$ cat src/delta_varint_posting_encoder_assert.svh
// Assertion macros for the posting encoder.
// Expects clk_i and rst_ni in the scope of the module that uses them.
`ifndef DELTA_VARINT_POSTING_ENCODER_ASSERT_SVH
`define DELTA_VARINT_POSTING_ENCODER_ASSERT_SVH

// same-cycle implication
`define DVPE_ASSERT_IMP(lbl, ante, cons) \
  lbl: assert property (@(posedge clk_i) disable iff (!rst_ni) (ante) |-> (cons)) \
    else $error("dvpe assertion failed");

// next-cycle implication
`define DVPE_ASSERT_NXT(lbl, ante, cons) \
  lbl: assert property (@(posedge clk_i) disable iff (!rst_ni) (ante) |=> (cons)) \
    else $error("dvpe assertion failed");

`endif

$ cat src/dvpe_pkg.sv
// Shared types and constants for the delta/varint posting encoder.
// No dependencies.
package dvpe_pkg;

  localparam int unsigned WordW     = 32;
  localparam int unsigned GroupBits = 7;
  localparam int unsigned ByteW     = 8;
  localparam int unsigned FifoDepth = 2;
  localparam int unsigned FifoPtrW  = (FifoDepth > 1) ? $clog2(FifoDepth) : 1;
  localparam int unsigned FifoCntW  = $clog2(FifoDepth + 1);

  localparam logic [WordW-1:0] TotalMax = {WordW{1'b1}};

  typedef enum logic {
    MODE_DOC = 1'b0,
    MODE_POS = 1'b1
  } mode_e;

  // one queued item: one or two numbers to be varint coded
  typedef struct packed {
    logic [WordW-1:0] num_a;
    logic [WordW-1:0] num_b;
    logic             two_nums;
  } entry_t;

  // queue status seen by front and back
  typedef struct packed {
    logic full;
    logic valid;
  } fifo_stat_t;

endpackage

$ cat src/dvpe_front.sv
// Front end: accepts posting items, forms document and position gaps.
// Depends on dvpe_pkg.
module dvpe_front (
  input  logic                       clk_i,
  input  logic                       rst_ni,
  input  logic                       in_valid_i,
  output logic                       in_ready_o,
  input  logic                       mode_i,
  input  logic [dvpe_pkg::WordW-1:0] doc_id_i,
  input  logic [dvpe_pkg::WordW-1:0] position_count_i,
  input  logic [dvpe_pkg::WordW-1:0] word_position_i,
  input  logic                       first_of_term_i,
  input  dvpe_pkg::fifo_stat_t       stat_i,
  output logic                       push_o,
  output dvpe_pkg::entry_t           entry_o
);
  import dvpe_pkg::*;

  logic [WordW-1:0] prev_doc_q, prev_doc_d;
  logic [WordW-1:0] prev_pos_q, prev_pos_d;
  logic [WordW-1:0] base_doc;

  assign in_ready_o = !stat_i.full;
  assign push_o     = in_valid_i && in_ready_o;

  // term flag clears the previous document before the gap is taken
  assign base_doc = first_of_term_i ? '0 : prev_doc_q;

  always_comb begin
    prev_doc_d = prev_doc_q;
    prev_pos_d = prev_pos_q;
    if (mode_i == MODE_DOC) begin
      entry_o.num_a    = doc_id_i - base_doc;
      entry_o.num_b    = position_count_i;
      entry_o.two_nums = 1'b1;
    end else begin
      entry_o.num_a    = word_position_i - prev_pos_q;
      entry_o.num_b    = '0;
      entry_o.two_nums = 1'b0;
    end
    if (push_o) begin
      if (mode_i == MODE_DOC) begin
        prev_doc_d = doc_id_i;
        prev_pos_d = '0;
      end else begin
        prev_doc_d = base_doc;
        prev_pos_d = word_position_i;
      end
    end
  end

  always_ff @(posedge clk_i or negedge rst_ni) begin
    if (!rst_ni) begin
      prev_doc_q <= '0;
      prev_pos_q <= '0;
    end else begin
      prev_doc_q <= prev_doc_d;
      prev_pos_q <= prev_pos_d;
    end
  end

endmodule

$ cat src/dvpe_fifo.sv
// Short queue between front and back ends.
// Depends on dvpe_pkg.
module dvpe_fifo (
  input  logic                 clk_i,
  input  logic                 rst_ni,
  input  logic                 push_i,
  input  dvpe_pkg::entry_t     entry_i,
  input  logic                 pop_i,
  output dvpe_pkg::entry_t     entry_o,
  output dvpe_pkg::fifo_stat_t stat_o
);
  import dvpe_pkg::*;

  entry_t              mem_q [FifoDepth];
  logic [FifoPtrW-1:0] wr_ptr_q, wr_ptr_d;
  logic [FifoPtrW-1:0] rd_ptr_q, rd_ptr_d;
  logic [FifoCntW-1:0] cnt_q, cnt_d;

  function automatic logic [FifoPtrW-1:0] ptr_inc(input logic [FifoPtrW-1:0] p);
    logic [FifoPtrW-1:0] r;
    if (p == FifoPtrW'(FifoDepth - 1)) r = '0;
    else r = p + 1'b1;
    return r;
  endfunction

  assign entry_o      = mem_q[rd_ptr_q];
  assign stat_o.valid = (cnt_q != '0);
  assign stat_o.full  = (cnt_q == FifoCntW'(FifoDepth));

  always_comb begin
    wr_ptr_d = push_i ? ptr_inc(wr_ptr_q) : wr_ptr_q;
    rd_ptr_d = pop_i ? ptr_inc(rd_ptr_q) : rd_ptr_q;
    cnt_d    = cnt_q;
    if (push_i && !pop_i) cnt_d = cnt_q + 1'b1;
    else if (!push_i && pop_i) cnt_d = cnt_q - 1'b1;
  end

  always_ff @(posedge clk_i) begin
    if (push_i) mem_q[wr_ptr_q] <= entry_i;
  end

  always_ff @(posedge clk_i or negedge rst_ni) begin
    if (!rst_ni) begin
      wr_ptr_q <= '0;
      rd_ptr_q <= '0;
      cnt_q    <= '0;
    end else begin
      wr_ptr_q <= wr_ptr_d;
      rd_ptr_q <= rd_ptr_d;
      cnt_q    <= cnt_d;
    end
  end

endmodule

$ cat src/dvpe_back.sv
// Back end: splits queued numbers into base-128 groups, one word a cycle unless the output stalls,
// and keeps the saturating byte total. Depends on dvpe_pkg and the assert macros.
`include "delta_varint_posting_encoder_assert.svh"

module dvpe_back (
  input  logic                       clk_i,
  input  logic                       rst_ni,
  input  dvpe_pkg::fifo_stat_t       stat_i,
  input  dvpe_pkg::entry_t           entry_i,
  output logic                       pop_o,
  output logic                       out_valid_o,
  input  logic                       out_ready_i,
  output logic [dvpe_pkg::ByteW-1:0] code_byte_o,
  output logic                       last_of_item_o,
  output logic [dvpe_pkg::WordW-1:0] total_bytes_o
);
  import dvpe_pkg::*;

  logic [WordW-1:0] cur_q, cur_d;
  logic [WordW-1:0] second_q, second_d;
  logic             has_second_q, has_second_d;
  logic             active_q, active_d;
  logic             out_valid_q, out_valid_d;
  logic [ByteW-1:0] code_q, code_d;
  logic             last_q, last_d;
  logic [WordW-1:0] total_q, total_d;

  logic more, final_byte, advance, emit, load;

  assign more       = (cur_q[WordW-1:GroupBits] != '0);
  assign final_byte = !more && !has_second_q;
  assign advance    = !out_valid_q || out_ready_i;
  assign emit       = active_q && advance;
  // next item loads while the last word of this one goes out
  assign load       = stat_i.valid && (!active_q || (emit && final_byte));
  assign pop_o      = load;

  always_comb begin
    cur_d        = cur_q;
    second_d     = second_q;
    has_second_d = has_second_q;
    active_d     = active_q;
    out_valid_d  = out_valid_q;
    code_d       = code_q;
    last_d       = last_q;
    total_d      = total_q;

    if (emit) begin
      out_valid_d = 1'b1;
      code_d      = {more, cur_q[GroupBits-1:0]};
      last_d      = final_byte;
      if (total_q != TotalMax) total_d = total_q + 1'b1;
      if (more) begin
        cur_d = cur_q >> GroupBits;
      end else if (has_second_q) begin
        cur_d        = second_q;
        has_second_d = 1'b0;
      end else begin
        active_d = 1'b0;
      end
    end else if (out_ready_i) begin
      out_valid_d = 1'b0;
    end

    if (load) begin
      cur_d        = entry_i.num_a;
      second_d     = entry_i.num_b;
      has_second_d = entry_i.two_nums;
      active_d     = 1'b1;
    end
  end

  always_ff @(posedge clk_i) begin
    cur_q    <= cur_d;
    second_q <= second_d;
    code_q   <= code_d;
    last_q   <= last_d;
  end

  always_ff @(posedge clk_i or negedge rst_ni) begin
    if (!rst_ni) begin
      has_second_q <= 1'b0;
      active_q     <= 1'b0;
      out_valid_q  <= 1'b0;
      total_q      <= '0;
    end else begin
      has_second_q <= has_second_d;
      active_q     <= active_d;
      out_valid_q  <= out_valid_d;
      total_q      <= total_d;
    end
  end

  assign out_valid_o    = out_valid_q;
  assign code_byte_o    = code_q;
  assign last_of_item_o = last_q;
  assign total_bytes_o  = total_q;

  `DVPE_ASSERT_IMP(a_cont_not_last, out_valid_q && code_q[ByteW-1], !last_q)
  `DVPE_ASSERT_NXT(a_emit_shows, emit, out_valid_q)
  `DVPE_ASSERT_NXT(a_total_step, emit && (total_q != TotalMax),
                   total_q == $past(total_q) + 1'b1)

endmodule

$ cat src/delta_varint_posting_encoder.sv
// Delta-gap varint posting encoder, top level: front end, queue, back end.
// Throughput: one output word per cycle while out_ready_i is not held low; an item has
// 1 to 5 words for a position and 2 to 10 for a document, made by the back-end serialiser.
// Reset: asynchronous, active low; clears previous ids, byte total and queue.
module delta_varint_posting_encoder (
  input  logic                       clk_i,
  input  logic                       rst_ni,
  input  logic                       in_valid_i,
  output logic                       in_ready_o,
  input  logic                       mode_i,
  input  logic [dvpe_pkg::WordW-1:0] doc_id_i,
  input  logic [dvpe_pkg::WordW-1:0] position_count_i,
  input  logic [dvpe_pkg::WordW-1:0] word_position_i,
  input  logic                       first_of_term_i,
  output logic                       out_valid_o,
  input  logic                       out_ready_i,
  output logic [dvpe_pkg::ByteW-1:0] code_byte_o,
  output logic                       last_of_item_o,
  output logic [dvpe_pkg::WordW-1:0] total_bytes_o
);
  import dvpe_pkg::*;

  fifo_stat_t stat;
  entry_t     push_entry, head_entry;
  logic       push, pop;

  dvpe_front u_front (
    .clk_i            (clk_i),
    .rst_ni           (rst_ni),
    .in_valid_i       (in_valid_i),
    .in_ready_o       (in_ready_o),
    .mode_i           (mode_i),
    .doc_id_i         (doc_id_i),
    .position_count_i (position_count_i),
    .word_position_i  (word_position_i),
    .first_of_term_i  (first_of_term_i),
    .stat_i           (stat),
    .push_o           (push),
    .entry_o          (push_entry)
  );

  dvpe_fifo u_fifo (
    .clk_i   (clk_i),
    .rst_ni  (rst_ni),
    .push_i  (push),
    .entry_i (push_entry),
    .pop_i   (pop),
    .entry_o (head_entry),
    .stat_o  (stat)
  );

  dvpe_back u_back (
    .clk_i          (clk_i),
    .rst_ni         (rst_ni),
    .stat_i         (stat),
    .entry_i        (head_entry),
    .pop_o          (pop),
    .out_valid_o    (out_valid_o),
    .out_ready_i    (out_ready_i),
    .code_byte_o    (code_byte_o),
    .last_of_item_o (last_of_item_o),
    .total_bytes_o  (total_bytes_o)
  );

endmodule
$ cat config.mk
export PLATFORM = sky130hd
export DESIGN_NAME = delta_varint_posting_encoder
export DESIGN_NICKNAME = d
export VERILOG_FILES = /design/src/dvpe_pkg.sv /design/src/dvpe_front.sv /design/src/dvpe_fifo.sv /design/src/dvpe_back.sv /design/src/delta_varint_posting_encoder.sv
export VERILOG_INCLUDE_DIRS = /design/src /design/src/src
export SDC_FILE = /design/constraint.sdc
export NUM_CORES = 1
export LEC_CHECK = 0
export BUFFER_PORTS_ARGS = -buffer_cell sky130_fd_sc_hd__buf_2
export CAP_MARGIN = 40
export CORE_UTILIZATION = 30
export DETAILED_ROUTE_END_ITERATION = 16
export HOLD_SLACK_MARGIN = 0.03
export PLACE_DENSITY = 0.44
export SLEW_MARGIN = 20
export SYNTH_ARGS = -nofsm -noshare
export SYNTH_HDL_FRONTEND = slang
export SYNTH_HIERARCHICAL = 1
export SYNTH_SLANG_ARGS = --single-unit
$ cat constraint.sdc
create_clock -name clk_i -period 5.9 [get_ports clk_i]
set_input_delay 0.59 -clock clk_i [delete_from_list [all_inputs] [get_ports clk_i]]
set_output_delay 0.59 -clock clk_i [all_outputs]
set_load 0.1 [all_outputs]
# Word level (Yosys, flattened, before mapping)
# Memories as Yosys holds them, arrays and structs flattened.
# Cells that the tools add are included.
[totals]
word_cells = 74
mem_count = 1
inputBits = 102
ram_bits = 130
ff_bits = 176
[op_classes]
addsub = 7
mux = 23
n_eq_ne = 4
n_reduce_logical = 26
[memory_table]
columns = ["memory", "depth", "word_bits", "read_ports", "rd_ports_with_merged_regs", "write_ports", "line", "rtl"]
rows = [
  ["u_fifo.mem_q", 2, 65, 1, 0, 1, "dvpe_fifo.sv:14", "entry_t mem_q [FifoDepth];"],
]
[ops]
columns = ["operator", "count"]
rows = [
  ["$mux 32", 7],
  ["$mux 65", 1],
  ["$sub 32x32->32", 2],
  ["$add 32x1->32 const B", 1],
  ["$ne 32x32->1 const B", 1],
  ["$reduce_bool 25->1", 1],
  ["$mux 1", 13],
  ["$reduce_bool 2->1", 4],
  ["$logic_and 1x1->1", 7],
  ["$logic_not 1->1", 7],
  ["$reduce_and 2->1", 3],
  ["$mux 2", 2],
  ["$ne 2x2->1 const B", 2],
  ["$reduce_and 3->1", 1],
  ["$reduce_bool 3->1", 1],
  ["$add 1x1->1 const B", 2],
  ["$add 2x1->2 const B", 1],
  ["$eq 2x2->1 const B", 1],
  ["$logic_or 1x1->1", 2],
  ["$sub 2x1->2 const B", 1],
]

# Depth between registers and ports, before layout
[logic_depth]
ltp_word = 9
ltp_mapped = 13

# By module
# Netlist, hierarchy kept.
[by_module_without_submodules]
columns = ["mod", "area_per_inst_um2", "n_inst", "cells_per_inst"]
rows = [
  ["dvpe_front", 6376.1, 1, 789],
  ["dvpe_fifo", 5041.1, 1, 218],
  ["dvpe_back", 4435.5, 1, 339],
]

# Worst setup path before layout
# No wires, ideal clock.
[synth_timing]
kind = "register to register"
start = "reg u_fifo.cnt_q[1]"
end = "mem u_fifo/mem_q[0][0] in the netlist's numbering (enable)"
synth_period_minus_slack_ns = 5.338
path_stages_with_launch = 7
setup_ns = 0.496
n_path_buf = 1
path_slack_ns = 0.562
t_arrival_ns = 4.842
path_cell_list = "dfrtp_1 > nor2b_1 > inv_1 > nand2_1 > inv_2 > clkbuf_1 > nor2b_1"
[synth_rtl]
columns = ["element", "line", "rtl"]
rows = [
  ["from (decl)", "dvpe_fifo.sv:17", "logic [FifoCntW-1:0] cnt_q, cnt_d;"],
  ["from (signal assigned)", "dvpe_fifo.sv:50", "cnt_q <= cnt_d;"],
  ["to (decl)", "dvpe_fifo.sv:14", ""],
]

==> run metrics <==
sequential fraction of the synthesis area 0.5471; final net count 1665; WL/cell ~18 um; vias in the first global route between 10000 and 15000; Post-synth ARST share 0.3366; share of layout cells above drive strength 1 0.2011; Core Area between 50000 and 60000 um^2; via count roughly 11000; Fin. Hold Viols 0; Area Overhead vs Synth 16.80%; mean area per synthesized cell 11.78 um^2; placed cell count 2133; clock skew around 0.018 ns; CP required 6.15 ns; CP Max Fanout 4; status complete, no violations; Cells after Synth 1346; RR Endpoint u_fifo/mem_q[1][64]; # resized after CTS 0; pin count of the biggest net entering global routing 73; Power Density between 400 and 500 nW/um^2; Slew Viols, Final 0; sw frac 0.3505; Die Y about 230 um; hold path start doc_id_i[25]; slowest CP cell o21ai_0; cells along the critical path inv_1, ha_1, nor2b_1, o2111ai_1, a21boi_2, a211oi_1, nor2_1, a21oi_1, o21ai_0, mux2i_1, o211ai_1; commonest non-fill, non-tap cells in the layout edfxtp_1, buf_2, dfrtp_1; hold depth 2; Top FF cell, synth edfxtp_1; Remaining DRCs 0; Initial Util 0.3065; antenna violations before repair 0; Filler cells between 5000 and 6000; Crit Path Category reg2reg; share of the synthesized area in the top cell type 0.3845; H-tree lvl count 2; clock share of power 0.272; Hold EP u_front/prev_doc_q[25]; post-synth net total 1517; RSZ-0062 raised after global routing no; 1st-pass router iterations 5; Pleak roughly 7.3 nW; R2R depth 11; crit path from u_front/prev_pos_q[1]; Yosys top cell by area edfxtp_1; slew margin rel. 0.4910; # diodes 0; arrival time worst endpoint approximately 3.4 ns; Worst path top cell family by delay compound AO/OA/AOI/OAI gates; worst min path class in2reg; CTS tree yes; initial DRC count between 600 and 700; #FFs+latches synth ~300; CP bufs+invs 1; DP Wirelength slightly below 30000 um; all-layer global routing usage 0.1517; sequential power share 0.395; EDFF count, synth just over 200; R2R setup slack roughly 2.8 ns; Worst setup EP type flip-flop; I/O pins about 150; reg2reg start u_front/prev_pos_q[1]; worst skew pair latency approximately 0.55 ns; Row Count 83; Max Freq ~320 MHz; count of different cell masters after synthesis 69; Root Buffer clkbuf_16; Least-Margin Pin Slew between 0.7 and 0.8 ns; Die W ~230 um; drt total wl just over 40000 um; cell area after synthesis roughly 16000 um^2; DIE AREA 53770 um^2; VDD IR max approximately 0.17 mV; grt ovf 0; final worst-path cycle share 0.5328; clock-pin slew of the registers on the worst-case setup and hold paths roughly 0.06 ns; total negative setup slack 0 ns; gpl congestion approximately 0.87; Sw Pwr roughly 2.7 mW; Logic pwr share 0.333; Synth Warn # 6; clock buffer depth 3; number of CTS-inserted buffers 37; Setup crit start kind flip-flop; max-capacitance violation count 0; Final min period about 3.1 ns; fin util 0.3580; Sink Count slightly above 300; post-route ant nets 0; Port Buf Inserts about 140; Critical Path Max Stage Delay about 0.44 ns; vias per inst 4.858; commonest non-fill, non-tap cell in the layout edfxtp_1; Synth area leaders edfxtp_1, dfrtp_1, ha_1; Non-Filler Instances about 2200; internal power 5.010 mW; final setup vio count 0; first-pass GRT wire length 62860 um
[final cells by class]
class / instances / area (um^2) / area share
clock buffers: 48 / 977.2 / 0.05278
clock inverters: 19 / 118.9 / 0.006420
inverters: 49 / 183.9 / 0.009934
multi-input cells: 938 / 6760 / 0.3651
flip-flops and latches: 306 / 8677 / 0.4686
well taps: 680 / 850.8 / 0.04595
repair buffers: 162 / 947.2 / 0.05116
[power groups by stage]
stage,combinational [mW],clock [mW],sequential [mW]
floorplan,1.62,0,3.25
global route,2.82,2.25,3.10
finish,2.57,2.10,3.05
CTS,2.59,2.18,3.05
detailed placement,2.57,0,3.09
global placement,2.54,0,3.09
[cell families (layout without fill, tap and decap cells)]
logic type | count (synthesis) | count (layout) | synth area share
adder cells (fa/ha/maj) | 69 | 69 | 0.05541
XOR/XNOR | 93 | 93 | 0.05138
buffers and inverters | 102 | 278 | 0.02849
flip-flops | 306 | 306 | 0.5471
AND/OR/NAND/NOR | 376 | 376 | 0.1247
multiplexers | 78 | 78 | 0.06401
AO/OA/AOI/OAI | 322 | 322 | 0.1289
[sequential cells by signal (all words and copies together) (netlist names)]
register / flops
u_back/active_q: 1
u_back/code_byte_o: 8
u_back/cur_q: 32
u_back/has_second_q: 1
u_back/last_of_item_o: 1
u_back/out_valid_o: 1
u_back/second_q: 32
u_back/total_bytes_o: 32
u_fifo/cnt_q: 2
u_fifo/mem_q: 130
u_fifo/rd_ptr_q: 1
u_fifo/wr_ptr_q: 1
u_front/prev_doc_q: 32
u_front/prev_pos_q: 32
[repair_timing]
item	CTS	global route
hold buffers	1	0
setup buffers	0	0
hold endpoints to repair	29	0
[Yosys cell counts (7+ instances only)]
cell type,count
a22o_1,31
mux2_4,40
nor2_1,51
buf_6,7
o21ai_1,21
xnor2_1,55
nand4_1,16
nor3_1,14
clkbuf_1,32
a21oi_1,88
nand3_1,55
dfrtp_1,103
edfxtp_1,203
nor4_1,8
buf_2,7
and3_1,12
a31oi_1,8
ha_1,67
inv_1,47
a21o_1,24
o21ai_0,90
nand2b_1,45
o211ai_1,9
xor2_1,38
mux2_2,27
nor2b_1,45
mux2i_1,11
nand2_1,98
[how the worst max path moves through the flow]
stage / to / slack [ns] / depth (start not counted)
2_1_floorplan: u_fifo/mem_q[0][0] / 0.56 / 6
6_report: u_fifo/mem_q[1][64] / 2.76 / 11
3_5_place_dp: u_fifo/mem_q[1][63] / 2.23 / 13
4_1_cts: u_fifo/mem_q[1][5] / 2.79 / 6
5_1_grt: u_fifo/mem_q[1][64] / 2.54 / 11
3_3_place_gp: u_fifo/mem_q[0][63] / 2.27 / 13
[per-stage QoR]
stage          area, um^2  power (mW)  hold WS, ns  worst slack (ns)
2_1_floorplan       15850       4.867       0.2944            0.5624
3_3_place_gp        17290       5.625       0.4124             2.274
3_5_place_dp        17380       5.662       0.4081             2.230
4_1_cts             18490       7.822       0.2647             2.787
5_1_grt             18520       8.175       0.2889             2.541
6_report            18520       7.714       0.2917             2.756
[layer usage]
| layer | global-route usage | wire, um |
|---|---|---|
| met5 | 0 | 0 |
| met4 | 0.04400 | 930 |
| met3 | 0.02701 | 1905 |
| met2 | 0.2457 | 18810 |
| met1 | 0.2059 | 18810 |
No activity file was read; power rests on OpenSTA's default activity.
